==> config.mk <==
export PLATFORM = sky130hd
export DESIGN_NAME = luhn_id_number_validator
export DESIGN_NICKNAME = d
export VERILOG_FILES = /design/src/design/luhn_pkg.sv /design/src/design/luhn_bcd_stage.sv /design/src/design/luhn_id_number_validator.sv
export SDC_FILE = /design/constraint.sdc
export NUM_CORES = 1
export LEC_CHECK = 0
export BUFFER_PORTS_ARGS = -buffer_cell sky130_fd_sc_hd__buf_2
export CAP_MARGIN = 15
export CELL_PAD_IN_SITES_DETAIL_PLACEMENT = 2
export CELL_PAD_IN_SITES_GLOBAL_PLACEMENT = 2
export CORE_ASPECT_RATIO = 0.75
export CORE_MARGIN = 3
export CORE_UTILIZATION = 45
export DETAILED_ROUTE_END_ITERATION = 8
export GPL_ROUTABILITY_DRIVEN = 0
export PLACE_DENSITY_LB_ADDON = 0.1
export SLEW_MARGIN = 25
export SYNTH_ARGS = -nofsm -noshare
export SYNTH_HDL_FRONTEND = slang
export SYNTH_HIERARCHICAL = 1
export SYNTH_SLANG_ARGS = --single-unit
==> constraint.sdc <==
create_clock -name clk_i -period 10.7 [get_ports clk_i]
set_clock_uncertainty 0.2 [all_clocks]
set_input_delay 0 -clock clk_i [delete_from_list [all_inputs] [get_ports clk_i]]
set_output_delay 0 -clock clk_i [all_outputs]
set_load 0.02 [all_outputs]
==> src/design/luhn_pkg.sv <==
// Shared types, constants and helper functions for the Luhn ID number validator.
package luhn_pkg;

  localparam int unsigned NUM_W          = 30;
  localparam int unsigned DIGIT_W        = 4;
  localparam int unsigned BCD_DIGITS     = 10;
  localparam int unsigned BCD_W          = BCD_DIGITS * DIGIT_W;
  localparam int unsigned BITS_PER_STAGE = 5;
  localparam int unsigned BCD_STAGES     = NUM_W / BITS_PER_STAGE;
  localparam int unsigned SUM_W          = 7;

  localparam int unsigned APB_ADDR_W = 3;
  localparam int unsigned APB_DATA_W = 32;

  localparam int unsigned S_TDATA_W = 32;
  localparam int unsigned M_TDATA_W = 40;

  localparam logic [NUM_W-1:0] LOWER_RESET = NUM_W'(100000000);
  localparam logic [NUM_W-1:0] UPPER_RESET = NUM_W'(999999999);

  typedef enum logic [0:0] {
    REG_LOWER = 1'b0,
    REG_UPPER = 1'b1
  } reg_idx_e;

  // Payload carried through the binary to BCD conversion stages.
  typedef struct packed {
    logic [NUM_W-1:0] num;
    logic [BCD_W-1:0] bcd;
    logic             names_ok;
    logic             in_range;
  } stage_t;

  // Double dabble correction: a digit of five or more gets three added before the shift.
  function automatic logic [DIGIT_W-1:0] luhn_adjust(input logic [DIGIT_W-1:0] d);
    luhn_adjust = (d >= DIGIT_W'(5)) ? d + DIGIT_W'(3) : d;
  endfunction

  // Digit sum of twice a decimal digit.
  function automatic logic [DIGIT_W-1:0] luhn_double(input logic [DIGIT_W-1:0] d);
    logic [DIGIT_W:0] twice;
    twice = {d, 1'b0};
    luhn_double = (d >= DIGIT_W'(5)) ? DIGIT_W'(twice - 5'd9) : twice[DIGIT_W-1:0];
  endfunction

  // Remainder by ten of a small sum, by a chain of compare and subtract steps.
  function automatic logic [DIGIT_W-1:0] luhn_mod10(input logic [SUM_W-1:0] v);
    logic [SUM_W-1:0] r;
    r = v;
    if (r >= SUM_W'(80)) r = r - SUM_W'(80);
    if (r >= SUM_W'(40)) r = r - SUM_W'(40);
    if (r >= SUM_W'(20)) r = r - SUM_W'(20);
    if (r >= SUM_W'(10)) r = r - SUM_W'(10);
    luhn_mod10 = r[DIGIT_W-1:0];
  endfunction

endpackage

==> src/design/luhn_bcd_stage.sv <==
// One pipeline stage of the binary to BCD conversion: several double dabble steps.
module luhn_bcd_stage (
  input  logic                                 clk_i,
  input  logic                                 rst_ni,
  input  logic                                 valid_i,
  output logic                                 ready_o,
  input  luhn_pkg::stage_t                     data_i,
  input  logic [luhn_pkg::BITS_PER_STAGE-1:0]  bits_i,
  output logic                                 valid_o,
  input  logic                                 ready_i,
  output luhn_pkg::stage_t                     data_o
);

  logic             valid_q;
  luhn_pkg::stage_t data_q, data_d;
  logic             load;

  always_comb begin
    logic [luhn_pkg::BCD_W-1:0] bcd;
    bcd = data_i.bcd;
    // Bits enter most significant first.
    for (int s = 0; s < luhn_pkg::BITS_PER_STAGE; s++) begin
      for (int k = 0; k < luhn_pkg::BCD_DIGITS; k++) begin
        bcd[k*luhn_pkg::DIGIT_W +: luhn_pkg::DIGIT_W] =
          luhn_pkg::luhn_adjust(bcd[k*luhn_pkg::DIGIT_W +: luhn_pkg::DIGIT_W]);
      end
      bcd = {bcd[luhn_pkg::BCD_W-2:0], bits_i[luhn_pkg::BITS_PER_STAGE-1-s]};
    end
    data_d     = data_i;
    data_d.bcd = bcd;
  end

  assign ready_o = !valid_q || ready_i;
  assign load    = valid_i && ready_o;

  always_ff @(posedge clk_i or negedge rst_ni) begin
    if (!rst_ni) begin
      valid_q <= 1'b0;
    end else if (ready_o) begin
      valid_q <= valid_i;
    end
  end

  always_ff @(posedge clk_i) begin
    if (load) begin
      data_q <= data_d;
    end
  end

  assign valid_o = valid_q;
  assign data_o  = data_q;

endmodule

==> src/design/luhn_id_number_validator.sv <==
// Throughput: one beat per cycle; six stages of five double dabble steps convert the
// number to decimal, one stage adds the Luhn digit sum, one stage forms the result.
// Each stage stalls only when it holds a beat the next stage cannot take.
// Reset clears all stage valid bits and loads the default bounds.
module luhn_id_number_validator (
  input  logic                              clk_i,
  input  logic                              rst_ni,
  // tdata: id_number[29:0], family_present[30], given_present[31]
  input  logic                              s_axis_tvalid,
  output logic                              s_axis_tready,
  input  logic [luhn_pkg::S_TDATA_W-1:0]    s_axis_tdata,
  // tdata: in_range[0], check_ok[1], accepted[2], stored_number[32:3], zero[39:33]
  output logic                              m_axis_tvalid,
  input  logic                              m_axis_tready,
  output logic [luhn_pkg::M_TDATA_W-1:0]    m_axis_tdata,
  input  logic                              psel,
  input  logic                              penable,
  input  logic                              pwrite,
  input  logic [luhn_pkg::APB_ADDR_W-1:0]   paddr,
  input  logic [luhn_pkg::APB_DATA_W-1:0]   pwdata,
  output logic [luhn_pkg::APB_DATA_W-1:0]   prdata,
  output logic                              pready
);

  localparam int unsigned NS = luhn_pkg::BCD_STAGES;
  localparam int unsigned DW = luhn_pkg::DIGIT_W;

  // Configuration registers
  logic [luhn_pkg::NUM_W-1:0] lower_q, upper_q;
  luhn_pkg::reg_idx_e         reg_idx;

  assign pready  = 1'b1;
  assign reg_idx = luhn_pkg::reg_idx_e'(paddr[2]);

  always_ff @(posedge clk_i or negedge rst_ni) begin
    if (!rst_ni) begin
      lower_q <= luhn_pkg::LOWER_RESET;
      upper_q <= luhn_pkg::UPPER_RESET;
    end else if (psel && penable && pwrite) begin
      unique case (reg_idx)
        luhn_pkg::REG_LOWER: lower_q <= pwdata[luhn_pkg::NUM_W-1:0];
        luhn_pkg::REG_UPPER: upper_q <= pwdata[luhn_pkg::NUM_W-1:0];
        default: ;
      endcase
    end
  end

  always_comb begin
    unique case (reg_idx)
      luhn_pkg::REG_LOWER: prdata = luhn_pkg::APB_DATA_W'(lower_q);
      luhn_pkg::REG_UPPER: prdata = luhn_pkg::APB_DATA_W'(upper_q);
      default:             prdata = '0;
    endcase
  end

  // Conversion pipeline
  luhn_pkg::stage_t stage_data  [NS+1];
  logic             stage_valid [NS+1];
  logic             stage_ready [NS+1];
  logic [luhn_pkg::NUM_W-1:0] in_num;

  assign in_num = s_axis_tdata[luhn_pkg::NUM_W-1:0];

  always_comb begin
    stage_data[0].num      = in_num;
    stage_data[0].bcd      = '0;
    stage_data[0].names_ok = s_axis_tdata[luhn_pkg::NUM_W] && s_axis_tdata[luhn_pkg::NUM_W+1];
    stage_data[0].in_range = (in_num > lower_q) && (in_num < upper_q);
  end

  assign stage_valid[0] = s_axis_tvalid;
  assign s_axis_tready  = stage_ready[0];

  for (genvar g = 0; g < NS; g++) begin : g_bcd
    luhn_bcd_stage u_stage (
      .clk_i   (clk_i),
      .rst_ni  (rst_ni),
      .valid_i (stage_valid[g]),
      .ready_o (stage_ready[g]),
      .data_i  (stage_data[g]),
      .bits_i  (stage_data[g].num[luhn_pkg::NUM_W-1-luhn_pkg::BITS_PER_STAGE*g -:
                                  luhn_pkg::BITS_PER_STAGE]),
      .valid_o (stage_valid[g+1]),
      .ready_i (stage_ready[g+1]),
      .data_o  (stage_data[g+1])
    );
  end

  // Digit sum stage
  logic                       sum_valid_q, sum_ready;
  logic [luhn_pkg::SUM_W-1:0] sum_q, sum_d;
  logic [DW-1:0]              check_digit_q;
  logic [luhn_pkg::NUM_W-1:0] sum_num_q;
  logic                       sum_names_q, sum_range_q;

  // Digits at even places from the right are doubled; the check digit is left out.
  always_comb begin
    logic [DW-1:0] d;
    sum_d = '0;
    for (int k = 1; k < luhn_pkg::BCD_DIGITS; k++) begin
      d = stage_data[NS].bcd[k*DW +: DW];
      if (k % 2 == 1) begin
        sum_d = sum_d + luhn_pkg::SUM_W'(luhn_pkg::luhn_double(d));
      end else begin
        sum_d = sum_d + luhn_pkg::SUM_W'(d);
      end
    end
  end

  // Output stage
  logic                       out_valid_q, out_ready;
  logic                       out_range_q, out_check_q, out_acc_q;
  logic [luhn_pkg::NUM_W-1:0] out_num_q;
  logic [DW-1:0]              sum_mod, expected;
  logic                       check_ok, acc;

  assign out_ready         = !out_valid_q || m_axis_tready;
  assign sum_ready         = !sum_valid_q || out_ready;
  assign stage_ready[NS]   = sum_ready;

  always_ff @(posedge clk_i or negedge rst_ni) begin
    if (!rst_ni) begin
      sum_valid_q <= 1'b0;
      out_valid_q <= 1'b0;
    end else begin
      if (sum_ready) sum_valid_q <= stage_valid[NS];
      if (out_ready) out_valid_q <= sum_valid_q;
    end
  end

  always_ff @(posedge clk_i) begin
    if (sum_ready && stage_valid[NS]) begin
      sum_q         <= sum_d;
      check_digit_q <= stage_data[NS].bcd[DW-1:0];
      sum_num_q     <= stage_data[NS].num;
      sum_names_q   <= stage_data[NS].names_ok;
      sum_range_q   <= stage_data[NS].in_range;
    end
  end

  assign sum_mod  = luhn_pkg::luhn_mod10(sum_q);
  assign expected = (sum_mod == '0) ? '0 : DW'(10) - sum_mod;
  assign check_ok = (check_digit_q == expected);
  assign acc      = check_ok && sum_names_q && sum_range_q;

  always_ff @(posedge clk_i) begin
    if (out_ready && sum_valid_q) begin
      out_range_q <= sum_range_q;
      out_check_q <= check_ok;
      out_acc_q   <= acc;
      out_num_q   <= acc ? sum_num_q : '0;
    end
  end

  assign m_axis_tvalid = out_valid_q;
  assign m_axis_tdata  = luhn_pkg::M_TDATA_W'({out_num_q, out_acc_q, out_check_q, out_range_q});

endmodule

==> flow_metrics.env, run 1 <==
export IMPL_status="aborted with a tool error"
export IMPL_failing_step="5_1_grt"
export IMPL_error="[ERROR GRT-0232] Routing congestion too high. Check the congestion heatmap in the GUI."
export IMPL_synth_edf_count=508
export IMPL_yosys_area_top_type_share=0.270
export IMPL_clock_sinks=576
export IMPL_io_pins=149
export IMPL_ys_seq_area_frac=0.301
export IMPL_postSynthCellCount=6263
export IMPL_post_cts_buffers=0
export IMPL_synth_cell_area_um2=56500
export IMPL_synth_avg_cell_area_um2=9.02
export IMPL_htree_num_levels=3
export IMPL_synth_warning_count=6
export IMPL_synth_seq_cells=576
export IMPL_die_w_um=415
export IMPL_synth_async_reset_ratio=0.118
export IMPL_antenna_found_initial=56
export IMPL_die_height_um=313
export IMPL_row_count=111
export IMPL_root_buffer="clkbuf_16"
export IMPL_grt_util_all_layers=0.704
export IMPL_grt_overflow_total=81
export IMPL_grt_max_degree=69
export IMPL_synth_flop_cell="edfxtp_1"
export IMPL_numCtsBuffers=69
export IMPL_synth_top_area_cell="edfxtp_1"
export IMPL_yosys_top_cells_area="edfxtp_1 27%, ha_1 7.9%, a21oi_1 4.4%"
export IMPL_cts_buffer_depth=3
export IMPL_portBuffers=134
export IMPL_start_util=0.458
export IMPL_netlist_cell_type_count=128
export IMPL_hpwl_um=146000
-- stage by stage --
| step | cell area [um2] | utilization | hold slack, ns | instances | setup WS, ns |
|---|---|---|---|---|---|
| floorplan | 57200 | - | -0.496 | 6447 | 6.03 |
| global placement | 59300 | 0.481 | 0.00338 | 8113 | 5.71 |
| CTS | 63100 | 0.512 | 0.0231 | 8376 | 5.02 |
| detailed placement | 59300 | 0.481 | 0.0283 | 8113 | 5.24 |
-- cell usage after synthesis (26+ instances only) --
cell type / instances
clkbuf_1: 53
nand2_1: 538
inv_1: 418
a21oi_2: 72
and3_1: 48
fa_1: 26
nand3_1: 102
edfxtp_1: 508
a21boi_1: 36
o21a_1: 94
xnor2_2: 54
xor2_1: 49
buf_4: 26
o22ai_1: 48
dfstp_2: 33
nor3_2: 41
and2_1: 70
a21o_1: 67
inv_2: 60
nor2_1: 443
nor3b_1: 41
a31oi_1: 79
o211ai_1: 37
dfrtp_1: 35
xnor2_1: 116
mux2_2: 122
nor3_1: 126
a211oi_1: 70
o21ai_2: 42
o21ai_1: 313
nand4_1: 31
or3_1: 55
mux2i_1: 129
ha_1: 356
or2_2: 37
nand2b_1: 171
nand3b_1: 28
a21oi_1: 499
mux2i_2: 36
o21ai_0: 250
nor2b_1: 87
-- layer usage --
layer  GRT overflow  global-route usage
met1              4               0.692
met2             17               0.848
met3             15               0.584
met4             43               0.676
met5              2               0.464
-- logic make-up after synthesis --
kind of cell / count (synthesis) / synth area share
compound gates: 2139 / 0.267
xor+xnor: 238 / 0.0468
fa+ha+maj: 388 / 0.0893
buf+inv: 607 / 0.0450
flops: 576 / 0.301
mux: 324 / 0.0667
other cells: 2 / 0.000133
simple gates: 1989 / 0.184
-- timing repair --
item                      CTS
hold buffers              138
hold endpoints to repair  187
gates resized for setup     0
==> run 2, diff against run 1 <==
CELL_PAD_IN_SITES_DETAIL_PLACEMENT = not set   (was 2)
CELL_PAD_IN_SITES_GLOBAL_PLACEMENT = not set   (was 2)
CORE_ASPECT_RATIO = not set   (was 0.75)
CORE_UTILIZATION = 35   (was 45)
PLACE_DENSITY_LB_ADDON = 0.15   (was 0.1)
==> run 2 against run 1 <==
Compared with the run above:
- the flow now finishes without violations
- synthesized cell count did not move
- synthesized area unchanged
==> flow_metrics.env, run 2 <==
export IMPL_tns_ns=0
export IMPL_ys_seq_area_frac=0.301
export IMPL_end_kind="register"
export IMPL_portBuffers=134
export IMPL_layout_commonest_cell="nand2_1"
export IMPL_synth_top_family_by_area="compound AO/OA/AOI/OAI gates"
export IMPL_synth_edf_count=508
export IMPL_first_pass_iters=5
export IMPL_tightest_slew_ns=0.965
export IMPL_register_area_um2=17000
export IMPL_timing_fmax_mhz=200
export IMPL_hpwl_um=92700
export IMPL_maxSlewViolCount=0
export IMPL_synth_avg_cell_area_um2=9.02
export IMPL_synthMuxAreaShare=0.0667
export IMPL_grt_overflow_total=0
export IMPL_routedWlPerCell_um=13.7
export IMPL_yosys_top_cells_area="edfxtp_1 27%, ha_1 7.9%, a21oi_1 4.4%"
export IMPL_cts_tree="built"
export IMPL_slowest_delay_ns=0.58
export IMPL_setup_viol=0
export IMPL_root_buffer="clkbuf_16"
export IMPL_synth_cell_area_um2=56500
export IMPL_avgViaCountPerCell=5.15
export IMPL_hold_class="in -> reg"
export IMPL_yosys_area_top_type_share=0.270
export IMPL_cts_buffer_depth=3
export IMPL_grt_util_all_layers=0.143
export IMPL_syn2layout_area_growth_pct=12.6
export IMPL_synthXorXnorAreaFrac=0.0468
export IMPL_status="completed"
export IMPL_start_util=0.355
export IMPL_multi_input_area_um2=37700
export IMPL_core_area_um2=159000
export IMPL_critPathArrivalTime_ns=5.19
export IMPL_min_period_over_period=0.468
export IMPL_synth_top_area_cell="edfxtp_1"
export IMPL_die_w_um=408
export IMPL_drtIter0Drc=2149
export IMPL_max_slew_margin=0.356
export IMPL_synth_seq_cells=576
export IMPL_synth_flop_cell="edfxtp_1"
export IMPL_postSynthCellCount=6263
export IMPL_synth_warning_count=6
export IMPL_grt_max_degree=69
export IMPL_antenna_found_initial=7
export IMPL_synthMostInstantiatedCell="nand2_1"
export IMPL_die_height_um=408
export IMPL_drive_gt1_frac=0.165
export IMPL_grt_pass1_vias=43500
export IMPL_synth_adder_area_share=0.0893
export IMPL_drc=0
export IMPL_clkSlewWorstSetupHoldPaths_ns=0.06
export IMPL_ys_top_cells_by_count="538 x nand2_1, 508 x edfxtp_1, 499 x a21oi_1, 443 x nor2_1, 418 x inv_1"
export IMPL_cp_required_ns=10.88
export IMPL_clock_sinks=576
export IMPL_hold_violations=0
export IMPL_htree_num_levels=3
export IMPL_final_cell_mix="538 x nand2_1, 508 x edfxtp_1, 499 x a21oi_1"
export IMPL_largest_reg_flops=432
export IMPL_io_pins=149
export IMPL_drt_wl_total_um=122000
export IMPL_fillers=15900
export IMPL_vias=45800
export IMPL_numCtsBuffers=70
export IMPL_max_cap_violations=0
export IMPL_worstSetupPathType="reg -> reg"
export IMPL_ant_nets=0
export IMPL_cp_max_fo=32
export IMPL_synth_compound_area_share=0.267
export IMPL_nNetsFinal=7135
export IMPL_min_period_ns=5.01
export IMPL_grt_pass1_wl_um=207000
export IMPL_row_count=146
export IMPL_startpoint_type="register"
export IMPL_synth_async_reset_ratio=0.118
export IMPL_rsz0062_at_grt="no"
export IMPL_clock_latency_ns=0.66
export IMPL_post_cts_buffers=0
export IMPL_netlist_cell_type_count=128
export IMPL_slowest_stage="or4_1"
export IMPL_dieArea_um2=166000
export IMPL_synthSimpleGateAreaFrac=0.184
export IMPL_crit_chain="inv_1 -> ha_1 -> and2_1 -> o2111ai_2 -> and2_4 -> a21o_1 -> a21oi_1 -> ha_1 -> inv_1 -> a211oi_4 -> mux2i_1 -> or4_1 -> o2111ai_2 -> xor2_4 -> buf_4 -> nor3_1"
[run 2: cell counts after synthesis]
Identical to the previous run, type by type.
[run 2: final cells by class]
type / count / share of cell area
tap: 2146 / 0.0422
clock inverter: 45 / 0.00765
inverter: 484 / 0.0286
sequential: 576 / 0.267
multi-input combinational: 5264 / 0.592
timing repair buffer: 283 / 0.0337
clock buffer: 85 / 0.0286
antenna: 3 / 0.000118
[run 2: worst paths after layout]
kind,start,endpoint,slack (ns),depth (start not counted)
setup / recovery,sum_q[4]$_DFFE_PP_,out_num_q[29]$_SDFFCE_PN0P_,5.69,16
hold / removal,s_axis_tdata[27],g_bcd[0].u_stage/data_o[69]$_DFFE_PP_,0.08,2
setup reg to reg,sum_q[4]$_DFFE_PP_,out_num_q[29]$_SDFFCE_PN0P_,5.69,16
hold reg to reg,g_bcd[5].u_stage/data_o[67]$_DFFE_PP_,sum_num_q[25]$_DFFE_PP_,0.21,0
max in group asynchronous,rst_ni,upper_q[29]$_DFFE_PN1P_,9.41,5
min in group asynchronous,rst_ni,sum_valid_q$_DFFE_PN0N_,0.23,4
[run 2: worst max-delay path, delay by kind of cell (launching register included)]
| kind | cells | cell delay, ns |
|---|---|---|
| flip-flops | 1 | 0.57 |
| buffers and inverters | 3 | 0.73 |
| multiplexers | 1 | 0.23 |
| XOR/XNOR | 1 | 0.16 |
| AO/OA/AOI/OAI | 5 | 1.01 |
| AND/OR/NAND/NOR | 4 | 1.08 |
| adder cells (fa/ha/maj) | 2 | 0.71 |
[run 2: kinds of logic after synthesis]
kind of cell               Yosys count
buffers and inverters              607
xor gates and xnor gates           238
AOI/OAI and AO/OA                 2139
muxes                              324
adders and majority gates          388
other                                2
and+or+nand+nor                   1989
DFF                                576
[run 2: timing repair]
action / in CTS / in global routing
hold buffers: 132 / 0
hold endpoints to repair: 188 / 0
resized for setup: 0 / 0
[run 2: per-layer routing]
layer | up-vias | share of wire | track usage
li1 | 23900 | - | -
met3 | 132 | 0.027 | 0.0194
met1 | 21300 | 0.48 | 0.186
met2 | 445 | 0.47 | 0.251
met5 | - | 0.000090 | 0
met4 | 2 | 0.020 | 0.0328
[run 2: through the flow]
stage	hold WS (ns)	setup slack [ns]	cell area (um2)	std cells	util
finish	0.0837	5.69	63600	8886	0.399
global route	0.0552	5.32	63600	8886	0.399
CTS	0.0140	5.67	63600	8881	0.399
detailed placement	0.0161	5.67	60000	8619	0.376
global placement	0.00534	5.68	60000	8619	0.376
floorplan	-0.496	6.03	57200	6447	-
Power of run 2 is left out: the tool's default activity adds up to more than one toggle a clock period on the data nets, which glitch-free logic cannot reach.
==> run 3, diff against run 2 <==
clock period = 4.02 ns   (was 10.7 ns; I/O delays follow)
==> run 3 against run 2 <==
Compared with the run above:
- the flow now finishes with violations (negative setup slack)
- critical path depth increased by 2
- critical endpoint is now sum_q[6]$_DFFE_PP_
- count of clock-buffer cells in the layout rose by 6
- non-clock buffer count rose by 1103
- largest cell class unchanged
==> flow_metrics.env, run 3 (synthesized netlist as in run 2, its figures left out) <==
export IMPL_grt_overflow_total=0
export IMPL_htree_num_levels=3
export IMPL_cp_max_fo=4
export IMPL_timing_hold_ws_ns=0.0936
export IMPL_worstSetupPathType="reg -> reg"
export IMPL_reg2reg_depth=18
export IMPL_critPathArrivalTime_ns=4.78
export IMPL_rsz0062_at_grt="yes"
export IMPL_syn2layout_area_growth_pct=38.8
export IMPL_cp_required_ns=4.24
export IMPL_ant_nets=0
export IMPL_clock_latency_ns=0.69
export IMPL_nNetsFinal=8242
export IMPL_hold_depth=2
export IMPL_drc=0
export IMPL_hold_violations=0
export IMPL_io_pins=149
export IMPL_grt_util_all_layers=0.157
export IMPL_end_kind="register"
export IMPL_portBuffers=134
export IMPL_drt_wl_total_um=143000
export IMPL_final_cell_mix="1,076 x buf_4, 508 x edfxtp_1, 501 x nand2_1"
export IMPL_routedWlPerCell_um=14.3
export IMPL_hpwl_um=103000
export IMPL_reg2reg_from="g_bcd[5].u_stage/data_o[30]$_DFFE_PP_"
export IMPL_dpl_cell_area_um2=66100
export IMPL_dieArea_um2=166000
export IMPL_die_w_um=408
export IMPL_fillers=15000
export IMPL_clock_sinks=576
export IMPL_avgViaCountPerCell=5.09
export IMPL_drtIter0Drc=2153
export IMPL_largest_reg_flops=432
export IMPL_dp_cells=9415
export IMPL_root_buffer="clkbuf_16"
export IMPL_whs_endpoint="g_bcd[0].u_stage/data_o[68]$_DFFE_PP_"
export IMPL_min_period_ns=4.57
export IMPL_grt_pass1_vias=47300
export IMPL_timing_fmax_mhz=219
export IMPL_cts_tree="built"
export IMPL_tightest_slew_ns=0.922
export IMPL_cts_buffer_depth=3
export IMPL_first_pass_iters=5
export IMPL_core_area_um2=159000
export IMPL_max_cap_violations=0
export IMPL_rrSetupSlack_ns=-0.55
export IMPL_hold_class="in -> reg"
export IMPL_grt_max_degree=62
export IMPL_status="complete, but fails checks"
export IMPL_startpoint_type="register"
export IMPL_worstHoldStart="s_axis_tdata[26]"
export IMPL_timing_final_ws_setup_ns=-0.547
export IMPL_numCtsBuffers=74
export IMPL_grt_pass1_wl_um=226000
export IMPL_finalNonFillerCells=9996
export IMPL_die_height_um=408
export IMPL_max_slew_margin=0.386
export IMPL_layout_commonest_cell="buf_4"
export IMPL_start_util=0.355
export IMPL_rr_endpoint="sum_q[6]$_DFFE_PP_"
export IMPL_drive_gt1_frac=0.407
export IMPL_clkSlewWorstSetupHoldPaths_ns=0.06
export IMPL_min_period_over_period=1.14
export IMPL_vias=50900
export IMPL_violations="negative setup slack"
export IMPL_maxSlewViolCount=0
export IMPL_antenna_found_initial=6
export IMPL_row_count=146
export IMPL_setup_viol=9
export IMPL_design_area_um2=78400
-- run 3: changes by cell type in the layout (fill, tap and decap cells not counted), sizes merged --
cell	previous run	this run
bufinv	5	8
buf	150	1248
clkbuf	86	95
dlygate4sd3	132	134
clkinv	36	34
inv	483	482
diode	3	6
clkinvlp	5	3
-- run 3: worst max path at each step --
stage,end,slack (ns),depth (start not counted),startpoint
2_1_floorplan,sum_q[6]$_DFFE_PP_,-0.41,18,g_bcd[5].u_stage/data_o[38]$_DFFE_PP_
3_3_place_gp,sum_q[6]$_DFFE_PP_,-0.54,18,g_bcd[5].u_stage/data_o[30]$_DFFE_PP_
3_5_place_dp,sum_q[6]$_DFFE_PP_,-0.53,18,g_bcd[5].u_stage/data_o[30]$_DFFE_PP_
4_1_cts,sum_q[6]$_DFFE_PP_,-0.53,18,g_bcd[5].u_stage/data_o[38]$_DFFE_PP_
5_1_grt,sum_q[6]$_DFFE_PP_,-0.71,18,g_bcd[5].u_stage/data_o[38]$_DFFE_PP_
6_report,sum_q[6]$_DFFE_PP_,-0.55,18,g_bcd[5].u_stage/data_o[30]$_DFFE_PP_
-- run 3: layer usage --
layer  global-route usage  routed length [um]
met1                0.201               64900
met2                0.282               72400
met3               0.0175                3240
met4               0.0351                2590
met5                    0                   0
-- run 3: final cells by class --
class,instances,area [um2],share of cell area
inverter,484,1820,0.0232
clock inverter,43,602,0.00767
timing repair buffer,1386,10800,0.137
tap,2146,2690,0.0342
clock buffer,91,1930,0.0246
multi-input combinational,5264,43600,0.556
sequential,576,17000,0.217
antenna,6,15.0,0.000191
-- run 3: worst max-delay path, cell delays in order (launching register included) --
cell	delay (ns)
edfxtp_1	0.41
ha_1	0.21
nand2b_1	0.15
a21oi_2	0.22
buf_4	0.15
o21ai_2	0.05
fa_1	0.45
fa_1	0.49
inv_1	0.05
fa_1	0.47
inv_1	0.05
fa_1	0.53
ha_4	0.15
inv_2	0.04
fa_2	0.35
inv_1	0.06
a21o_1	0.12
a21oi_2	0.05
xnor2_1	0.12
-- run 3: stage by stage --
step | utilization | setup TNS, ns | worst slack, ns
detailed placement | 0.415 | -12.36 | -0.533
floorplan | - | -0.978 | -0.411
CTS | 0.449 | -1.64 | -0.528
global placement | 0.415 | -7.72 | -0.536
global route | 0.492 | -13.67 | -0.713
finish | 0.492 | -1.81 | -0.547
-- run 3: timing repair --
action / in CTS / in global routing
gates cloned: 2 / 5
setup buffers: 58 / 249
pin swaps: 124 / 596
endpoints found under the hold margin: 231 / 0
setup endpoints to repair: 138 / 212
resized for setup: 250 / 1132
hold buffers: 134 / 0
Power of run 3 is left out for the same reason.
